$ cat config.mk
export PLATFORM = sky130hd
export DESIGN_NAME = pattern_occurrence_counter_unit_flat
export DESIGN_NICKNAME = d
export VERILOG_FILES = /design/src/rtl/core/poc_pkg.sv /design/src/rtl/core/poc_if.sv /design/src/rtl/core/poc_cell.sv /design/src/rtl/core/pattern_occurrence_counter_unit.sv /design/src/flat_wrapper.sv
export SDC_FILE = /design/constraint.sdc
export NUM_CORES = 1
export LEC_CHECK = 0
export BUFFER_PORTS_ARGS = -buffer_cell sky130_fd_sc_hd__buf_2
export CAP_MARGIN = 20
export CORE_AREA = 2 2 250 252
export CTS_CLUSTER_DIAMETER = 100
export DETAILED_ROUTE_END_ITERATION = 10
export DIE_AREA = 0 0 252 254
export SYNTH_ARGS = -nofsm -noshare
export SYNTH_HDL_FRONTEND = slang
export SYNTH_SLANG_ARGS = --single-unit
$ cat constraint.sdc
create_clock -name clk -period 7.3 [get_ports clk]
set_input_delay 0.365 -clock clk [delete_from_list [all_inputs] [get_ports clk]]
set_output_delay 0.365 -clock clk [all_outputs]
set_load 0.005 [all_outputs]
$ cat src/rtl/core/poc_pkg.sv
`default_nettype none

package poc_pkg;

  // Pattern bytes held by the two 64-bit pattern registers
  localparam int REG_BYTES = 16;
  localparam int MAX_PATTERN_DEFAULT = 16;

  localparam int LEN_W = 5;
  localparam int COUNT_W = 32;
  localparam int CFG_DATA_W = 64;
  localparam int CFG_INDEX_W = 2;

  localparam logic [COUNT_W-1:0] COUNT_MAX = '1;

  typedef logic [7:0] byte_t;
  typedef logic [LEN_W-1:0] len_t;
  typedef logic [COUNT_W-1:0] count_t;
  typedef logic [REG_BYTES*8-1:0] pattern_t;

  // Configuration register indexes
  localparam logic [CFG_INDEX_W-1:0] REG_PATTERN_LOW = 2'd0;
  localparam logic [CFG_INDEX_W-1:0] REG_PATTERN_HIGH = 2'd1;
  localparam logic [CFG_INDEX_W-1:0] REG_PATTERN_LENGTH = 2'd2;

endpackage

`default_nettype wire

$ cat src/rtl/core/poc_if.sv
`default_nettype none

interface poc_in_if;
  logic              valid;
  logic              ready;
  poc_pkg::byte_t    text_byte;
  logic              end_of_text;

  modport source (output valid, output text_byte, output end_of_text, input ready);
  modport sink (input valid, input text_byte, input end_of_text, output ready);
endinterface

interface poc_out_if;
  logic              valid;
  logic              ready;
  logic              match_here;
  poc_pkg::count_t   match_count;
  logic              count_final;

  modport source (output valid, output match_here, output match_count,
                  output count_final, input ready);
  modport sink (input valid, input match_here, input match_count,
                input count_final, output ready);
endinterface

`default_nettype wire

$ cat src/rtl/core/poc_cell.sv
`default_nettype none

// One window position: holds a text byte and its valid bit, passes both on
// to the next position on every shift, and checks its byte against the
// pattern byte that lines up with it.
module poc_cell #(
  parameter int POS = 0
) (
  input  wire                   clk,
  input  wire                   rst,
  input  wire                   shift,
  input  wire poc_pkg::byte_t   byte_in,
  input  wire                   valid_in,
  input  wire poc_pkg::pattern_t pattern,
  input  wire poc_pkg::len_t    len,
  output poc_pkg::byte_t        byte_out,
  output logic                  valid_out,
  output logic                  ok
);

  poc_pkg::byte_t data;
  logic           valid;
  logic           used;
  logic [5:0]     diff;
  logic [3:0]     idx;
  poc_pkg::byte_t pbyte;

  always_ff @(posedge clk) begin
    if (rst) begin
      valid <= 1'b0;
    end else if (shift) begin
      valid <= valid_in;
    end
  end

  always_ff @(posedge clk) begin
    if (shift) begin
      data <= byte_in;
    end
  end

  // pattern byte len-1-POS sits at this position
  always_comb begin
    used  = (32'(POS) < 32'(len));
    diff  = {1'b0, len} - 6'(POS + 1);
    idx   = diff[3:0];
    pbyte = pattern[idx*8 +: 8];
    ok    = !used || (valid && (data == pbyte));
  end

  assign byte_out  = data;
  assign valid_out = valid;

endmodule

`default_nettype wire

$ cat src/rtl/core/pattern_occurrence_counter_unit.sv
`default_nettype none

// Channel   Dir  Payload                                   Handshake
// text      in   text_byte[7:0], end_of_text               valid/ready
// result    out  match_here, match_count[31:0], count_final valid/ready
// config    in   write_index[1:0], write_data[63:0]        write_enable only
//
// One byte per cycle sustained while the result side does not stall; a
// request shifts into the window (cell 0, s1) when it is accepted, and its
// result is then registered in the output stage (compare and count).
// The window is a chain of MAX_PATTERN cells shifting one position per
// accepted byte; all positions compare in parallel in the cycle after.
// rst is synchronous: clears cell valid bits, the count and the output stage;
// pattern registers return to zero and the length to 1.
// A stalled result holds in the output register while the next byte still
// enters the window; text.ready drops only when both stages are full.
module pattern_occurrence_counter_unit #(
  parameter int MAX_PATTERN = poc_pkg::MAX_PATTERN_DEFAULT
) (
  input  wire                               clk,
  input  wire                               rst,
  poc_in_if.sink                            text,
  poc_out_if.source                         result,
  input  wire                               write_enable,
  input  wire [poc_pkg::CFG_INDEX_W-1:0]    write_index,
  input  wire [poc_pkg::CFG_DATA_W-1:0]     write_data
);

  // longest pattern the window and the registers can both hold
  localparam int LIM = (MAX_PATTERN < poc_pkg::REG_BYTES) ? MAX_PATTERN : poc_pkg::REG_BYTES;

  // ---------------- configuration registers ----------------
  logic [poc_pkg::CFG_DATA_W-1:0] pattern_low;
  logic [poc_pkg::CFG_DATA_W-1:0] pattern_high;
  poc_pkg::len_t                  pattern_length;

  always_ff @(posedge clk) begin
    if (rst) begin
      pattern_low    <= '0;
      pattern_high   <= '0;
      pattern_length <= poc_pkg::len_t'(1);
    end else if (write_enable) begin
      unique case (write_index)
        poc_pkg::REG_PATTERN_LOW:    pattern_low    <= write_data;
        poc_pkg::REG_PATTERN_HIGH:   pattern_high   <= write_data;
        poc_pkg::REG_PATTERN_LENGTH: pattern_length <= write_data[poc_pkg::LEN_W-1:0];
        default: ;  // unknown index: ignored
      endcase
    end
  end

  poc_pkg::pattern_t pattern;
  poc_pkg::len_t     len_eff;

  assign pattern = {pattern_high, pattern_low};
  assign len_eff = (pattern_length > poc_pkg::len_t'(LIM)) ? poc_pkg::len_t'(LIM)
                                                            : pattern_length;

  // ---------------- handshake ----------------
  // s1: the newest byte sits in cell 0 and waits for compare/count
  logic s1_valid;
  logic s1_last;
  logic accept;
  logic adv2;

  assign adv2        = s1_valid && (!result.valid || result.ready);
  assign text.ready  = !s1_valid || adv2;
  assign accept      = text.valid && text.ready;

  always_ff @(posedge clk) begin
    if (rst) begin
      s1_valid <= 1'b0;
      s1_last  <= 1'b0;
    end else begin
      if (accept) begin
        s1_valid <= 1'b1;
        s1_last  <= text.end_of_text;
      end else if (adv2) begin
        s1_valid <= 1'b0;
      end
    end
  end

  // ---------------- window: chain of cells ----------------
  // Valid bits behind cell 0 are dropped when the byte in cell 0 closed
  // the previous text, so a new text starts with an empty window.
  poc_pkg::byte_t cell_byte [MAX_PATTERN];
  logic           cell_valid [MAX_PATTERN];
  logic [MAX_PATTERN-1:0] cell_ok;

  for (genvar k = 0; k < MAX_PATTERN; k++) begin : g_cell
    poc_pkg::byte_t byte_in;
    logic           valid_in;

    if (k == 0) begin : g_head
      assign byte_in  = text.text_byte;
      assign valid_in = 1'b1;
    end else begin : g_body
      assign byte_in  = cell_byte[k-1];
      assign valid_in = cell_valid[k-1] && !s1_last;
    end

    poc_cell #(
      .POS (k)
    ) u_cell (
      .clk       (clk),
      .rst       (rst),
      .shift     (accept),
      .byte_in   (byte_in),
      .valid_in  (valid_in),
      .pattern   (pattern),
      .len       (len_eff),
      .byte_out  (cell_byte[k]),
      .valid_out (cell_valid[k]),
      .ok        (cell_ok[k])
    );
  end

  // ---------------- compare and count ----------------
  logic            hit;
  poc_pkg::count_t occurrences;
  poc_pkg::count_t count_new;

  assign hit       = (len_eff != '0) && (&cell_ok);
  assign count_new = occurrences +
                     poc_pkg::count_t'(hit && (occurrences != poc_pkg::COUNT_MAX));

  always_ff @(posedge clk) begin
    if (rst) begin
      occurrences <= '0;
    end else if (adv2) begin
      occurrences <= s1_last ? '0 : count_new;
    end
  end

  // output register
  always_ff @(posedge clk) begin
    if (rst) begin
      result.valid <= 1'b0;
    end else if (adv2) begin
      result.valid <= 1'b1;
    end else if (result.ready) begin
      result.valid <= 1'b0;
    end
  end

  always_ff @(posedge clk) begin
    if (adv2) begin
      result.match_here  <= hit;
      result.match_count <= count_new;
      result.count_final <= s1_last;
    end
  end

`ifndef SYNTHESIS
  a_hit_counts: assert property (@(posedge clk) disable iff (rst)
    result.valid && result.match_here |-> result.match_count != '0)
    else $error("match reported with zero count");

  a_text_clears: assert property (@(posedge clk) disable iff (rst)
    adv2 && s1_last |=> occurrences == '0)
    else $error("count not cleared after end of text");

  a_head_valid: assert property (@(posedge clk) disable iff (rst)
    s1_valid |-> cell_valid[0])
    else $error("pending byte without a valid window head");

  a_stall_hold: assert property (@(posedge clk) disable iff (rst)
    s1_valid && result.valid && !result.ready |-> !text.ready)
    else $error("input taken while both stages are full");
`endif

endmodule

`default_nettype wire

$ cat src/flat_wrapper.sv
// flat-port wrapper written by rule: the top's interface ports become plain ports
module pattern_occurrence_counter_unit_flat 
#(
  parameter int MAX_PATTERN = poc_pkg::MAX_PATTERN_DEFAULT
)
  (clk, rst, write_enable, write_index, write_data, text_valid, text_text_byte, text_end_of_text, text_ready, result_valid, result_match_here, result_match_count, result_count_final, result_ready);
  poc_in_if text_i ();
  poc_out_if result_i ();
  input  wire clk;
  input  wire rst;
  input  wire write_enable;
  input  wire [poc_pkg::CFG_INDEX_W-1:0] write_index;
  input  wire [poc_pkg::CFG_DATA_W-1:0] write_data;
  input wire logic [$bits(text_i.valid)-1:0] text_valid;
  input wire logic [$bits(text_i.text_byte)-1:0] text_text_byte;
  input wire logic [$bits(text_i.end_of_text)-1:0] text_end_of_text;
  output wire logic [$bits(text_i.ready)-1:0] text_ready;
  output wire logic [$bits(result_i.valid)-1:0] result_valid;
  output wire logic [$bits(result_i.match_here)-1:0] result_match_here;
  output wire logic [$bits(result_i.match_count)-1:0] result_match_count;
  output wire logic [$bits(result_i.count_final)-1:0] result_count_final;
  input wire logic [$bits(result_i.ready)-1:0] result_ready;
  assign text_i.valid = text_valid;
  assign text_i.text_byte = text_text_byte;
  assign text_i.end_of_text = text_end_of_text;
  assign text_ready = text_i.ready;
  assign result_valid = result_i.valid;
  assign result_match_here = result_i.match_here;
  assign result_match_count = result_i.match_count;
  assign result_count_final = result_i.count_final;
  assign result_i.ready = result_ready;
  pattern_occurrence_counter_unit #(.MAX_PATTERN(MAX_PATTERN)) u_core (.clk(clk), .rst(rst), .text(text_i), .result(result_i), .write_enable(write_enable), .write_index(write_index), .write_data(write_data));
endmodule
==> results.sh <==
export IMPL_status="complete, no violations"
export IMPL_dpl_cell_area_um2=26300
export IMPL_required_ps=7730
export IMPL_max_freq_mhz=141
export IMPL_core_rowCount=91
export IMPL_whs_ps=23.6
export IMPL_io_buffers=115
export IMPL_place_ws_ps=146
export IMPL_fillers=6026
export IMPL_synth_top_area_frac=0.200
export IMPL_cts_root_buffer="clkbuf_16"
export IMPL_syn_nets=2865
export IMPL_path_class="flop to flop"
export IMPL_drive_above_1_share=0.173
export IMPL_dieArea_um2=64000
export IMPL_setup_viol_count_final=0
export IMPL_cts_tree="done"
export IMPL_die_h_um=254
export IMPL_core_um2=61300
export IMPL_m1WireLength_um=48300
export IMPL_dr_wl_met2_um=50600
export IMPL_ios=116
export IMPL_clock_sinks=346
export IMPL_synthTopCellsByArea="edfxtp_1 (20%), dfxtp_1 (15%), mux2i_1 (10%)"
export IMPL_worstHoldStart="text_end_of_text"
export IMPL_finalCriticalPeriod_ps=7070
export IMPL_avgSynthCellArea_um2=8.73
export IMPL_max_slew_margin=0.161
export IMPL_postSynthCellCount=2781
export IMPL_cap_violations=0
export IMPL_routed_wirelength_um=120000
export IMPL_ant_nets=0
export IMPL_report_final_slew_viol_count=0
export IMPL_startpoint_type="flop"
export IMPL_gp_congestion=1.06
export IMPL_final_core_util=0.454
export IMPL_finClkSkew_ps=38.4
export IMPL_antenna_found_initial=2
export IMPL_ys_seq_area_frac=0.352
export IMPL_post_drt_wl_per_cell_um=32.2
export IMPL_fin_cells=3731
export IMPL_viasPerCell=6.52
export IMPL_tightest_slew_ps=1260
export IMPL_hp_class="input pin to flop"
export IMPL_cts_inserted_buffers=41
export IMPL_route_top_layer_used="met4"
export IMPL_start_util=0.396
export IMPL_hpwl_um=93000
export IMPL_die_x_um=252
export IMPL_clk_path_buf_depth=3
export IMPL_yosysMostFrequentCell="nand2_1"
export IMPL_syn_area_um2=24300
export IMPL_place_inst=3644
export IMPL_grt_pass1_vias=22500
export IMPL_p_per_area_nw_per_um2=195
export IMPL_path_max_fanout=31
export IMPL_critPathLaunch="u_core.pattern_length[1]"
export IMPL_vdd_drop_max_mv=0.182
export IMPL_crit_reg2reg_launch="u_core.pattern_length[1]"
export IMPL_grt_max_degree=112
export IMPL_post_cts_buffers=0
export IMPL_syn2layout_area_growth_pct=14.6
export IMPL_wl_met3_um=12100
export IMPL_synth_common_cells="nand2_1 (436), a21oi_1 (254), mux2i_1 (248), dfxtp_1 (184), nor2_1 (183)"
export IMPL_design_area_um2=27800
export IMPL_synthArstFlopShare=0
export IMPL_overflow=0
export IMPL_route_vias_total=24300
export IMPL_grt_pass1_wl_um=168000
export IMPL_synth_edf_count=162
export IMPL_drt_initial_drc_count=3345
export IMPL_ys_flop_type="dfxtp_1"
export IMPL_fin_ws_ps=225
export IMPL_drc=0
export IMPL_nets=2990
export IMPL_htreeDepth=2
export IMPL_dr_pass1_iters=7
export IMPL_yosysUniqueCellTypes=96
export IMPL_cp_end_kind="flop"
export IMPL_yosys_area_top_type="edfxtp_1"
export IMPL_fin_crit_sh=0.969
export IMPL_path_clk_slew_ps=60
export IMPL_insertion_delay_ps=590
export IMPL_rsz0062_at_grt="false"
export IMPL_finalHoldViolCount=0
export IMPL_synth_seq_cells=346
export IMPL_crit_arrival_ps=7510
export IMPL_p_leak_nw=10.8
export IMPL_track_usage=0.368
export IMPL_yosys_warnings=0
[through the flow]
stage               setup TNS (ps)  total power, mW
floorplan                        0             2.86
global placement              -696             3.34
detailed placement               0             3.34
CTS                              0             5.41
global route                     0             5.56
finish                           0             5.41
[worst max-delay path: stages (launching register included)]
cell and delay, ps:
dfxtp_4 400, buf_4 280, xnor2_2 560, nor2_1 360
buf_6 240, o21ai_0 760, mux2i_1 310, xnor2_1 260
and3_1 190, nand4_1 240, a2111oi_0 500, buf_4 180
nand4_1 110, nor3_1 320, ha_1 230, ha_1 180
nand3_1 110, nor2_1 140, and4_1 240, and3_1 180
and3_1 180, nand3_1 110, nor2_1 130, buf_4 150
and3_1 170, o21ai_0 80, a22oi_1 230, nor2_1 50
[worst paths after layout]
kind / end / cells past startpoint / slack (ps)
max reg2reg: u_core.occurrences[26] / 27 / 230
min: u_core.s1_last / 3 / 20
max: u_core.occurrences[26] / 27 / 230
min reg2reg: u_core.g_cell[6].u_cell.byte_out[7] / 0 / 450
[power breakdown]
part | internal (mW) | switching, mW
logic | 0.396 | 0.699
clock network | 1.17 | 0.891
registers | 2.12 | 0.138
[cell type report]
| type | count | area [um^2] | share of cell area |
|---|---|---|---|
| Tap cell | 790 | 988 | 0.0355 |
| Inverter | 32 | 123 | 0.00441 |
| Timing Repair Buffer | 300 | 2030 | 0.0731 |
| Sequential cell | 346 | 8560 | 0.308 |
| Clock buffer | 54 | 1110 | 0.0401 |
| Multi-Input combinational cell | 2185 | 14700 | 0.530 |
| Antenna cell | 2 | 5.00 | 0.000180 |
| Clock inverter | 22 | 255 | 0.00917 |
[logic make-up after synthesis]
| logic type | count (synthesis) | share of synthesized area |
|---|---|---|
| and+or+nand+nor | 941 | 0.182 |
| AOI/OAI and AO/OA | 727 | 0.193 |
| DFF | 346 | 0.352 |
| muxes | 344 | 0.165 |
| buffers and inverters | 250 | 0.0447 |
| xor gates and xnor gates | 169 | 0.0619 |
| adders and majority gates | 4 | 0.00206 |
[flip-flops by register name, summed over array words and instances (netlist names)]
signal                          cells
u_core.result.match_here            1
u_core.s1_last                      1
u_core.occurrences                 32
u_core.pattern_length               5
u_core.pattern_low                 64
u_core.result.valid                 1
u_core.g_cell.u_cell.byte_out     128
u_core.result.match_count          32
u_core.pattern_high                64
u_core.g_cell.u_cell.valid_out     16
u_core.s1_valid                     1
u_core.result.count_final           1
[repair_timing]
item                                    CTS  global route
resized for setup                         0             7
hold buffers                              9             0
endpoints found under the hold margin     9             0
endpoints found under the setup margin    0            16
[routing by layer]
layer / vias to the layer above / global-route usage
li1: 10600 / -
met1: 11900 / 0.487
met2: 1543 / 0.546
met3: 329 / 0.0772
met4: 0 / 0.233
met5: - / 0
[cells in the final DEF (no fill, tap or decap), types with 19 or more instances in the layout]
cell / count
a211oi_1: 42
a21oi_1: 254
a22oi_1: 42
a31oi_1: 30
and3_1: 33
buf_2: 114
buf_4: 172
clkbuf_16: 41
dfxtp_1: 180
edfxtp_1: 162
inv_1: 25
mux2_2: 55
mux2i_1: 246
mux4_2: 38
nand2_1: 436
nand3_1: 54
nand3b_1: 26
nor2_1: 180
nor3_1: 38
nor3b_1: 23
nor4_1: 19
o21ai_0: 104
o221ai_1: 21
o22ai_1: 53
xnor2_1: 89
xor2_1: 76
No activity file was read; power rests on OpenSTA's default activity.
